===== config.mk =====
export PLATFORM = sky130hd
export DESIGN_NAME = sm3_hash_engine
export DESIGN_NICKNAME = d
export VERILOG_FILES = /design/src/rtl/core/sm3_pkg.sv /design/src/rtl/core/sm3_hash_engine.sv
export SDC_FILE = /design/constraint.sdc
export NUM_CORES = 2
export LEC_CHECK = 0
export BUFFER_PORTS_ARGS = -buffer_cell sky130_fd_sc_hd__buf_2
export CAP_MARGIN = 20
export CORE_UTILIZATION = 25
export CTS_CLUSTER_SIZE = 28
export DETAILED_ROUTE_END_ITERATION = 10
export SYNTH_ARGS = -nofsm -noshare
export SYNTH_HDL_FRONTEND = slang
export SYNTH_SLANG_ARGS = --single-unit

===== constraint.sdc =====
create_clock -name clk -period 14.7 [get_ports clk]
set_input_delay 1.47 -clock clk [delete_from_list [all_inputs] [get_ports clk]]
set_output_delay 1.47 -clock clk [all_outputs]
set_load 0.01 [all_outputs]

===== src/rtl/core/sm3_pkg.sv =====
// ----------------------------------------------------------------------------
// sm3_pkg: shared types, constants and functions for the SM3 hash engine
// Payload structs for both channels, the initial vector, the round constants
// and the rotate and permutation helpers used by the round and expansion logic.
// ----------------------------------------------------------------------------
package sm3_pkg;

    // Input transaction: up to four big-endian message bytes
    typedef struct packed {
        logic [31:0] msg_word;
        logic [2:0]  valid_bytes;
        logic        last_word;
    } msg_t;

    // Output transaction: one digest word
    typedef struct packed {
        logic [31:0] digest_word;
        logic        digest_last;
    } digest_t;

    // Byte view of a 32-bit word, byte 3 is the first (most significant) byte
    typedef logic [3:0][7:0] word_bytes_t;

    localparam int unsigned ChainWords = 8;
    localparam int unsigned BlockWords = 16;
    localparam int unsigned Rounds     = 64;

    localparam logic [31:0] IV [ChainWords] = '{
        32'h7380166F, 32'h4914B2B9, 32'h172442D7, 32'hDA8A0600,
        32'hA96F30BC, 32'h163138AA, 32'hE38DEE4D, 32'hB0FB0E4E
    };

    localparam logic [31:0] T_LOW     = 32'h79CC4519;
    localparam logic [31:0] T_HIGH    = 32'h7A879D8A;
    localparam logic [7:0]  PAD_MARK  = 8'h80;
    localparam logic [5:0]  LEN_START = 6'd56;
    localparam logic [2:0]  WORD_BYTES = 3'd4;

    // Rotate left; a shift by 32 yields zero, so a rotate by 0 returns x
    function automatic logic [31:0] rotl32(input logic [31:0] x, input logic [4:0] n);
        logic [5:0] rn;
        rn = 6'd32 - {1'b0, n};
        return (x << n) | (x >> rn);
    endfunction

    function automatic logic [31:0] perm0(input logic [31:0] x);
        return x ^ rotl32(x, 5'd9) ^ rotl32(x, 5'd17);
    endfunction

    function automatic logic [31:0] perm1(input logic [31:0] x);
        return x ^ rotl32(x, 5'd15) ^ rotl32(x, 5'd23);
    endfunction

    // Round constant rotated by the round index modulo 32, computed per round
    function automatic logic [31:0] t_rot(input logic [5:0] j);
        logic [31:0] t;
        t = (j[5:4] == 2'd0) ? T_LOW : T_HIGH;
        return rotl32(t, j[4:0]);
    endfunction

endpackage


===== src/rtl/core/sm3_hash_engine.sv =====
// ----------------------------------------------------------------------------
// sm3_hash_engine: SM3 hash over a stream of big-endian 32-bit words
// Packs message bytes into a 16-word block, compresses each full block with
// one shared round unit, pads on the last word and returns the 256-bit digest
// as eight words.
// ----------------------------------------------------------------------------
//
//  channel   direction  payload          handshake
//  --------  ---------  ---------------  ---------------------------
//  msg       in         sm3_pkg::msg_t    msg_valid / msg_ready
//  digest    out        sm3_pkg::digest_t digest_valid / digest_ready
//
//  A word-aligned four-byte word is written into the block as a whole; other
//  words are written one valid byte at a time. Each full block runs 64 rounds
//  through the single round unit and one fold into the chaining value, after
//  which absorbing resumes. A last word adds padding of 9 to 72 bytes, written
//  at one byte per cycle except while a block is compressed or the engine moves
//  on to the length bytes, and then eight digest transactions.
//  msg_ready is high only while the engine is idle.
//  Reset loads the initial vector and clears the byte counters; the digest
//  register holds its word while digest_ready is low.
//
module sm3_hash_engine (
    input  logic              clk,
    input  logic              rst_n,
    input  logic              msg_valid,
    output logic              msg_ready,
    input  sm3_pkg::msg_t     msg,
    output logic              digest_valid,
    input  logic              digest_ready,
    output sm3_pkg::digest_t  digest
);

    typedef enum logic [2:0] {
        ST_IDLE,
        ST_ABSORB,
        ST_PAD_MARK,
        ST_PAD_ZERO,
        ST_PAD_LEN,
        ST_ROUND,
        ST_FOLD,
        ST_OUT
    } state_t;

    typedef enum logic [1:0] {
        RET_ABSORB,
        RET_ZERO,
        RET_OUT
    } ret_t;

    state_t state_reg, state_next;
    ret_t   ret_reg, ret_next;

    logic [5:0]  fill_reg, fill_next;
    logic [60:0] bytes_reg, bytes_next;
    logic [5:0]  rnd_reg, rnd_next;
    // Byte index of the input word, length byte index, or digest word index
    logic [2:0]  step_reg, step_next;
    logic [2:0]  cnt_reg, cnt_next;
    logic        last_reg, last_next;
    logic        out_valid_reg, out_valid_next;
    sm3_pkg::digest_t out_data_reg, out_data_next;

    logic [31:0] chain_reg [sm3_pkg::ChainWords];
    logic [31:0] chain_next [sm3_pkg::ChainWords];

    // Datapath payload, no reset
    sm3_pkg::word_bytes_t win_reg [sm3_pkg::BlockWords];
    sm3_pkg::word_bytes_t win_next [sm3_pkg::BlockWords];
    logic [31:0] work_reg [sm3_pkg::ChainWords];
    logic [31:0] work_next [sm3_pkg::ChainWords];
    sm3_pkg::word_bytes_t word_reg, word_next;

    // Block write request
    logic        put_byte_en;
    logic        put_word_en;
    logic [7:0]  put_byte;

    // Round unit
    logic [31:0] a12, ss1, ss2, ffv, ggv, tt1, tt2, w_new;
    logic [2:0]  sat_cnt;
    logic [63:0] len_bits;
    logic [7:0][7:0] len_bytes;
    logic        wrap_byte, wrap_word;

    assign sat_cnt   = (msg.valid_bytes > sm3_pkg::WORD_BYTES) ? sm3_pkg::WORD_BYTES
                                                                : msg.valid_bytes;
    assign len_bits  = {bytes_reg, 3'b000};
    assign len_bytes = len_bits;
    assign wrap_byte = (fill_reg == 6'd63);
    assign wrap_word = (fill_reg == 6'd60);

    // Compute one SM3 round and one expanded word from the window
    always_comb
    begin
        a12 = sm3_pkg::rotl32(work_reg[0], 5'd12);
        ss1 = sm3_pkg::rotl32(a12 + work_reg[4] + sm3_pkg::t_rot(rnd_reg), 5'd7);
        ss2 = ss1 ^ a12;
        if (rnd_reg[5:4] == 2'd0)
        begin
            ffv = work_reg[0] ^ work_reg[1] ^ work_reg[2];
            ggv = work_reg[4] ^ work_reg[5] ^ work_reg[6];
        end
        else
        begin
            ffv = (work_reg[0] & work_reg[1]) | (work_reg[0] & work_reg[2])
                | (work_reg[1] & work_reg[2]);
            ggv = (work_reg[4] & work_reg[5]) | (~work_reg[4] & work_reg[6]);
        end
        tt1 = ffv + work_reg[3] + ss2 + (win_reg[0] ^ win_reg[4]);
        tt2 = ggv + work_reg[7] + ss1 + win_reg[0];
        w_new = sm3_pkg::perm1(win_reg[0] ^ win_reg[7] ^ sm3_pkg::rotl32(win_reg[13], 5'd15))
              ^ sm3_pkg::rotl32(win_reg[3], 5'd7) ^ win_reg[10];
    end

    // Sequence absorb, padding, rounds and digest output
    always_comb
    begin
        state_next     = state_reg;
        ret_next       = ret_reg;
        fill_next      = fill_reg;
        bytes_next     = bytes_reg;
        rnd_next       = rnd_reg;
        step_next      = step_reg;
        cnt_next       = cnt_reg;
        last_next      = last_reg;
        out_valid_next = out_valid_reg;
        out_data_next  = out_data_reg;
        word_next      = word_reg;
        chain_next     = chain_reg;
        work_next      = work_reg;
        win_next       = win_reg;
        put_byte_en    = 1'b0;
        put_word_en    = 1'b0;
        put_byte       = 8'h00;

        unique case (state_reg)
            ST_IDLE:
            begin
                if (msg_valid)
                begin
                    word_next  = msg.msg_word;
                    cnt_next   = sat_cnt;
                    last_next  = msg.last_word;
                    bytes_next = bytes_reg + 61'(sat_cnt);
                    step_next  = 3'd0;
                    state_next = ST_ABSORB;
                end
            end

            ST_ABSORB:
            begin
                if (step_reg != cnt_reg)
                begin
                    if (fill_reg[1:0] == 2'd0 && cnt_reg == sm3_pkg::WORD_BYTES
                        && step_reg == 3'd0)
                    begin
                        put_word_en = 1'b1;
                        step_next   = sm3_pkg::WORD_BYTES;
                    end
                    else
                    begin
                        put_byte_en = 1'b1;
                        put_byte    = word_reg[2'd3 - step_reg[1:0]];
                        step_next   = step_reg + 3'd1;
                    end
                    if ((put_word_en && wrap_word) || (put_byte_en && wrap_byte))
                    begin
                        ret_next   = RET_ABSORB;
                        state_next = ST_ROUND;
                        rnd_next   = 6'd0;
                        work_next  = chain_reg;
                    end
                    else if (step_next == cnt_reg)
                    begin
                        state_next = last_reg ? ST_PAD_MARK : ST_IDLE;
                    end
                end
                else
                begin
                    state_next = last_reg ? ST_PAD_MARK : ST_IDLE;
                end
            end

            ST_PAD_MARK:
            begin
                put_byte_en = 1'b1;
                put_byte    = sm3_pkg::PAD_MARK;
                state_next  = ST_PAD_ZERO;
                if (wrap_byte)
                begin
                    ret_next   = RET_ZERO;
                    state_next = ST_ROUND;
                    rnd_next   = 6'd0;
                    work_next  = chain_reg;
                end
            end

            ST_PAD_ZERO:
            begin
                if (fill_reg == sm3_pkg::LEN_START)
                begin
                    step_next  = 3'd0;
                    state_next = ST_PAD_LEN;
                end
                else
                begin
                    put_byte_en = 1'b1;
                    if (wrap_byte)
                    begin
                        ret_next   = RET_ZERO;
                        state_next = ST_ROUND;
                        rnd_next   = 6'd0;
                        work_next  = chain_reg;
                    end
                end
            end

            ST_PAD_LEN:
            begin
                // Length bytes go out most significant first
                put_byte_en = 1'b1;
                put_byte    = len_bytes[3'd7 - step_reg];
                step_next   = step_reg + 3'd1;
                if (wrap_byte)
                begin
                    ret_next   = RET_OUT;
                    state_next = ST_ROUND;
                    rnd_next   = 6'd0;
                    work_next  = chain_reg;
                end
            end

            ST_ROUND:
            begin
                work_next[0] = tt1;
                work_next[1] = work_reg[0];
                work_next[2] = sm3_pkg::rotl32(work_reg[1], 5'd9);
                work_next[3] = work_reg[2];
                work_next[4] = sm3_pkg::perm0(tt2);
                work_next[5] = work_reg[4];
                work_next[6] = sm3_pkg::rotl32(work_reg[5], 5'd19);
                work_next[7] = work_reg[6];
                for (int i = 0; i < sm3_pkg::BlockWords - 1; i++)
                begin
                    win_next[i] = win_reg[i + 1];
                end
                win_next[sm3_pkg::BlockWords - 1] = w_new;
                rnd_next = rnd_reg + 6'd1;
                if (rnd_reg == 6'(sm3_pkg::Rounds - 1))
                begin
                    state_next = ST_FOLD;
                end
            end

            ST_FOLD:
            begin
                for (int i = 0; i < sm3_pkg::ChainWords; i++)
                begin
                    chain_next[i] = chain_reg[i] ^ work_reg[i];
                end
                unique case (ret_reg)
                    RET_ABSORB: state_next = ST_ABSORB;
                    RET_ZERO:   state_next = ST_PAD_ZERO;
                    RET_OUT:
                    begin
                        out_valid_next = 1'b1;
                        out_data_next  = '{digest_word: chain_reg[0] ^ work_reg[0],
                                           digest_last: 1'b0};
                        step_next      = 3'd0;
                        state_next     = ST_OUT;
                    end
                    default:    state_next = ST_IDLE;
                endcase
            end

            ST_OUT:
            begin
                if (digest_ready)
                begin
                    // Shift the digest out and the initial vector in
                    for (int i = 0; i < sm3_pkg::ChainWords - 1; i++)
                    begin
                        chain_next[i] = chain_reg[i + 1];
                    end
                    chain_next[sm3_pkg::ChainWords - 1] = sm3_pkg::IV[step_reg];
                    if (step_reg == 3'd7)
                    begin
                        out_valid_next = 1'b0;
                        bytes_next     = '0;
                        state_next     = ST_IDLE;
                    end
                    else
                    begin
                        step_next     = step_reg + 3'd1;
                        out_data_next = '{digest_word: chain_reg[1],
                                          digest_last: (step_reg == 3'd6)};
                    end
                end
            end

            default:
            begin
                state_next = ST_IDLE;
            end
        endcase

        // Write into the block window
        if (put_word_en)
        begin
            win_next[fill_reg[5:2]] = word_reg;
            fill_next = fill_reg + 6'd4;
        end
        else if (put_byte_en)
        begin
            win_next[fill_reg[5:2]][2'd3 - fill_reg[1:0]] = put_byte;
            fill_next = fill_reg + 6'd1;
        end
    end

    // Hold state, counters, chaining value and the digest register
    always_ff @(posedge clk or negedge rst_n)
    begin
        if (!rst_n)
        begin
            state_reg     <= ST_IDLE;
            ret_reg       <= RET_ABSORB;
            fill_reg      <= '0;
            bytes_reg     <= '0;
            rnd_reg       <= '0;
            step_reg      <= '0;
            cnt_reg       <= '0;
            last_reg      <= 1'b0;
            out_valid_reg <= 1'b0;
            out_data_reg  <= '0;
            for (int i = 0; i < sm3_pkg::ChainWords; i++)
            begin
                chain_reg[i] <= sm3_pkg::IV[i];
            end
        end
        else
        begin
            state_reg     <= state_next;
            ret_reg       <= ret_next;
            fill_reg      <= fill_next;
            bytes_reg     <= bytes_next;
            rnd_reg       <= rnd_next;
            step_reg      <= step_next;
            cnt_reg       <= cnt_next;
            last_reg      <= last_next;
            out_valid_reg <= out_valid_next;
            out_data_reg  <= out_data_next;
            chain_reg     <= chain_next;
        end
    end

    // Advance the message window, working variables and input word
    always_ff @(posedge clk)
    begin
        win_reg  <= win_next;
        work_reg <= work_next;
        word_reg <= word_next;
    end

    assign msg_ready    = (state_reg == ST_IDLE);
    assign digest_valid = out_valid_reg;
    assign digest       = out_data_reg;

`ifndef SYNTH
    // Never take a message transaction while a digest is pending
    assert property (@(posedge clk) disable iff (!rst_n)
        !(msg_ready && digest_valid))
        else $error("message accepted while digest pending");

    // Rounds run only on a complete block
    assert property (@(posedge clk) disable iff (!rst_n)
        (state_reg == ST_ROUND) |-> (fill_reg == 6'd0))
        else $error("compression started on a partial block");

    // After the final digest word the engine is idle with a cleared counter
    assert property (@(posedge clk) disable iff (!rst_n)
        (digest_valid && digest_ready && digest.digest_last)
        |=> (msg_ready && bytes_reg == '0 && fill_reg == 6'd0))
        else $error("engine not reinitialized after digest");

    // The last digest word flag only appears on the eighth word
    assert property (@(posedge clk) disable iff (!rst_n)
        (digest_valid && digest.digest_last) |-> (step_reg == 3'd7))
        else $error("digest last flag out of place");
`endif

endmodule

# --- Word level (Yosys, flattened, before mapping) ---
# Memories as Yosys holds them, arrays and structs flattened.
# Index checks and enable logic that the tools add are counted.
classes:
  bitwise: 44
  order_cmp: 8
  eq_ne: 30
  n_mux: 90
  addsub: 17
  n_shift: 2
  reduce_logical: 28
ops:
  columns: ["cell", "n"]
  rows:
  - ["$mux W512", 3]
  - ["$mux W256", 5]
  - ["$bwmux W512", 2]
  - ["$pmux W256 S4", 1]
  - ["$xor A32 B32 Y32", 22]
  - ["$pmux W256 S2", 1]
  - ["$add A32 B32 Y32", 8]
  - ["$demux W32 S4", 2]
  - ["$mux W32", 6]
  - ["$mux W61", 3]
  - ["$and A32 B32 Y32", 5]
  - ["$or A32 B32 Y32", 4]
  - ["$pmux W61 S2", 1]
  - ["$mux W33", 3]
  - ["$pmux W33 S2", 1]
  - ["$or A32 B15 Y32", 2]
  - ["$or A32 B7 Y32", 2]
  - ["$or A32 B9 Y32", 2]
  - ["$add A61 B3 Y61", 1]
  - ["$mux W3", 20]
  - ["$mux W8", 5]
  - ["$mux W6", 6]
  - ["$not A32 Y32", 1]
  - ["$or A32 B12 Y32", 1]
  - ["56 further kinds", 112]
word_totals:
  mem_bits_ro: 256
  output_inout_bits: 35
  ff_bits: 1175
  mem_count: 1
mem_list:
  columns: ["memory", "depth", "word_bits", "rd", "rd_ports_with_merged_regs", "write_ports", "line", "rtl"]
  rows:
  - ["(no name shown)", 8, 32, 1, 0, 0, "sm3_hash_engine.sv:286", "chain_next[sm3_pkg::ChainWords - 1] = sm3_pkg::IV[step_reg];"]

# --- Logic depth before layout (Yosys ltp) ---
depth:
  depth_word: 12
  ltp_mapped: 45

# --- Worst setup path after synthesis ---
# OpenSTA, ideal clock, no wires.
synth_path:
  kind: "register to register"
  start: "register step_reg[0]"
  end: "register rnd_reg[4]"
  stages_incl_launch_ff: 14
  slack_ps: -1490
  t_arrival_ps: 16051
  required_time_ps: 14561
  path_cell_list: "dfrtp_1 buf_2 buf_2 clkbuf_1 inv_1 ha_1 nand4b_1 nor3_1 o211ai_1 a32o_1 o2bb2ai_1 o21ai_0 nand2_1 o21ai_0"
synth_via:
  elab_chain_len: 9
  elab_cells_between_ends: 15
  classes_between: "3 x eq/ne; 6 x mux; 6 x reduce/logical"
synth_lines:
  columns: ["item", "line", "rtl"]
  rows:
  - ["start, declared", "sm3_hash_engine.sv:58", "logic [2:0] step_reg, step_next;"]
  - ["start signal, assigned", "sm3_hash_engine.sv:348", "step_reg <= step_next;"]
  - ["$logic_not A3 Y1", "sm3_hash_engine.sv:156", "&& step_reg == 3'd0)"]
  - ["$logic_and A1 B1 Y1", "sm3_hash_engine.sv:156", null]
  - ["$mux W1", "sm3_hash_engine.sv:155", "if (fill_reg[1:0] == 2'd0 && cnt_reg == sm3_pkg::WORD_BYTES"]
  - ["$mux W1", "sm3_hash_engine.sv:153", "if (step_reg != cnt_reg)"]
  - ["$mux W1", "sm3_hash_engine.sv:137", "unique case (state_reg)"]
  - ["$logic_and A1 B1 Y1", "sm3_hash_engine.sv:167", "if ((put_word_en && wrap_word) || (put_byte_en && wrap_byte))"]
  - ["$logic_or A1 B1 Y1", "sm3_hash_engine.sv:167", null]
  - ["$ne A2 B2 Y1 (no source line)", null, null]
  - ["$reduce_and A4 Y1 (no source line) (*)", null, null]
  - ["end signal, assigned", "sm3_hash_engine.sv:347", "rnd_reg <= rnd_next;"]
  - ["end, declared", "sm3_hash_engine.sv:56", "logic [5:0] rnd_reg, rnd_next;"]
# Every way passes the cells marked *; elsewhere a longest branch is shown, timed or not. The select of a mux whose other input is x is not followed.
# A chain may end at the register's enable or synchronous reset.

==> results list <==
- Detailed-routing iteration count for the pre-antenna-repair pass: 8
- Final slew viol count: 0
- Synthesized instance count: 9113
- Data on the critical path arrives at its endpoint at 12.06 ns.
* Crit-path most repeated cell: fa_1
- Overall die area: 0.307 sq mm
- The die is 554 microns tall.
- For this run, the register share of the synthesized area comes to 37.3%.
- Last weighted congestion value of the routability-driven placer: 0.982
- Number of antenna-violating nets in the routed design: 0
* DP Worst Slack: 3.32 ns
- In this run the critical register-to-register path is launched from rnd_reg[0].
- Master of the slowest instance on the critical path: clkinv_1
- Flip-flop count of the largest register after layout: 512
* Outcome: finished clean
- Power spread over the standard cell area amounts to 80.9 mW/mm^2.
- Counting I/O delays and the setup requirement, the final critical path takes 11.55 ns.
- Hold-fix buffers, CTS: 0
- Final setup violation count: 0
* Core Footprint: 0.303 sq mm
* Initial detailed-routing violation count: 8790
- Pin count of the biggest net entering global routing: 188
- Critical Path End: work_reg[101]
- The number of global-route vias before repair is 63.1k.
- The final number of hold-violating endpoints was 0.
* Kind of end point of the critical path: flop
- Initial Utilization: 25.2%
- Number of enable flip-flop cells after synthesis: 288
* H-Tree Depth: 4
- Crit path launch: rnd_reg[0]
* Num ports: 75
- R2R depth: 37
* Setup TNS: 0 ns
- Counting the buffers created by CTS gives 135.
- From synthesis to final layout, the design area changed by 11.2%.
- In this run, synthesis produced a sequential element count of 1175.
- Worst slew pin tran: 1.25 ns
* Global-route wire length before repair: 443000 microns
- The net count of the finished layout is 9097.
- Yosys printed 0 warnings.
- Via count normalized by instance count: 5.41
- Along the worst path, the maximum fanout reaches 44.
* Crit share post-route: 78.5%
- Number of antenna violations at the first check in global routing: 11
- Data required time of the critical path: 15.21 ns
* Share of synthesized registers carrying an async set or reset: 31.9%
- Cell area after synthesis: 0.0763 sq mm
* Worst setup SP type: flop
- On the final layout, the worst clock skew is 0.0403 ns.
* Slew Limit Headroom: 16.4%
- Max-cap violation count: 0
* Synth Area per Inst: 8.37 sq um
- The worst path meets setup with 3.15 ns of slack.
- Clock tree from TritonCTS: built
* Aggregate routed wire length: 303000 microns
- The floorplan step set the die width to 554 microns.
- The longest clock path from root to sink contains 3 buffers.
- WL/cell: 23.6 microns
- Destination of the worst register-to-register timing path: work_reg[101]
- VDD sags by at most 0.122 mV.
- Maximum clock frequency: 86.6 MHz
- Register clock-pin slew on the reported worst setup and hold paths: 0.06 ns
* CP peak stage delay: 0.67 ns
* Main synth FF type: dfxtp_1
- Library cell used as clock root buffer: clkbuf_16
* Worst min-delay path class: flop to flop
- Input and output buffers added on the ports amount to 74.
- The critical path in this run is classified as flop to flop.
* R2R setup slack: 3.15 ns
* Global Route Usage Sum: 19.0%
- Detailed-placement wirelength estimate: 211000 microns
* Number of nets in the synthesized netlist: 9463
- The number of gates resized after CTS was 0.
- After detailed routing, the number of remaining DRC violations is 0.
- Global routing finished with a remaining overflow of 0.
* Layout cells sized above 1: 7.55%
- The clock net in this run drives a total of 1175 sinks.
- The number of different library cells used by synthesis comes to 99.
* Leak Pwr: 37.3 nW
- Standard-cell row count: 202
- Setup repair after global routing missed its margin: no
- Clock latency on the worst-skew pair, taken at its later pin, is 0.82 ns.
- The final route contains 69.4k vias.
- Post-CTS setup buffers: 0
-- layout make-up --
| class | count | area (sq um) |
|---|---|---|
| Multi-Input combinational cell | 6779 | 43700 |
| Inverter | 434 | 1630 |
| Clock inverter | 65 | 637 |
| Sequential cell | 1175 | 28400 |
| Antenna cell | 3 | 7.51 |
| Tap cell | 3978 | 4980 |
| Fill cell | 32200 | 218000 |
| Timing Repair Buffer | 222 | 1580 |
| Clock buffer | 187 | 3860 |
-- Yosys cell counts, drive strengths merged, types with 7 or more instances --
master	n	area share (%)
a21oi	361	2.4
clkbuf	633	3.1
a211oi	30	0.30
nor3	53	0.36
o21a	18	0.18
fa	189	5.0
xnor2	377	4.3
dfstp	119	4.1
and3	33	0.27
and2	26	0.21
o211ai	35	0.34
mux2	7	0.10
xor2	146	1.7
dfxtp	512	13
edfxtp	288	11
mux4	21	0.62
a32oi	50	0.57
nand2	1399	6.9
nand4	17	0.14
a21o	69	0.68
a31oi	30	0.25
o221ai	11	0.13
o31ai	11	0.11
inv	432	2.1
nor2b	21	0.17
o22ai	59	0.48
a221o	14	0.18
o21ai	1360	8.9
a221oi	428	4.9
mux2i	473	6.2
nand3	353	2.3
nor2	717	3.5
dfrtp	256	8.4
or3	11	0.090
o22a	10	0.11
a22oi	199	2.0
buf	92	0.52
ha	121	2.0
nand2b	26	0.22
o21bai	18	0.18
-- placed cells by master (no fill, tap or decap), drive strengths merged, types with 199 or more instances in the layout --
| cell type | n |
|---|---|
| a21oi | 361 |
| a221oi | 428 |
| a22oi | 199 |
| buf | 221 |
| dfrtp | 256 |
| dfxtp | 512 |
| edfxtp | 288 |
| inv | 438 |
| mux2i | 473 |
| nand2 | 1399 |
| nand3 | 353 |
| nor2 | 717 |
| o21ai | 1360 |
| xnor2 | 377 |
-- stage by stage --
step,std cells,power [W],util (%),hold WS [ns],cell area (sq um)
after global placement,12600,0.00344,26.5,0.459,80300
after detailed placement,12600,0.00344,26.5,0.468,80300
after global routing,12800,0.00703,28.0,0.506,84800
after floorplan,9113,0.00340,-,0.439,76300
after CTS,12800,0.00689,27.9,0.480,84800
final,12800,0.00687,28.0,0.471,84800
-- worst min-delay path by stage --
stage / start / to / cells after the start
final: digest[5] / digest[5] / 2
after global routing: chain_reg[10] / chain_reg[10] / 2
after CTS: digest[5] / digest[5] / 2
after detailed placement: digest[5] / digest[5] / 2
after global placement: digest[30] / digest[30] / 2
after floorplan: last_reg / last_reg / 2
-- cells by family (layout without fill, tap and decap cells) --
| group | count (synthesis) | after routing | synth area share (%) |
|---|---|---|---|
| compound gates | 2751 | 2751 | 22.3 |
| simple gates | 2687 | 2687 | 14.6 |
| flops | 1175 | 1175 | 37.3 |
| buf+inv | 1159 | 908 | 5.77 |
| xor+xnor | 529 | 529 | 6.19 |
| mux | 501 | 501 | 6.93 |
| fa+ha+maj | 311 | 311 | 6.96 |
| other cells | 0 | 3 | 0 |
-- worst max-delay path, delay by kind of cell (launching register included) --
kind,cells,cell delay (ns)
and+or+nand+nor,2,0.34
DFF,1,0.32
xor gates and xnor gates,4,1.15
buffers and inverters,4,1.36
adders and majority gates,7,3.02
AOI/OAI and AO/OA,20,5.03
-- routing by layer --
metal  wire length (microns)  global-route usage, %  vias up
met3                   27700                   3.65      648
met2                  130000                   28.4     3413
met4                   17100                   9.45        8
li1                        -                      -    31500
met1                  128000                   26.0    33800
met5                      53                      0        -
-- power by group --
part,total [W],switching [W],internal (W)
Combinational,0.0000464,0.0000346,0.0000118
Sequential,0.00332,0.00000373,0.00332
Clock,0.00350,0.00154,0.00196
Note: power is estimated with default switching activity, not from simulation.
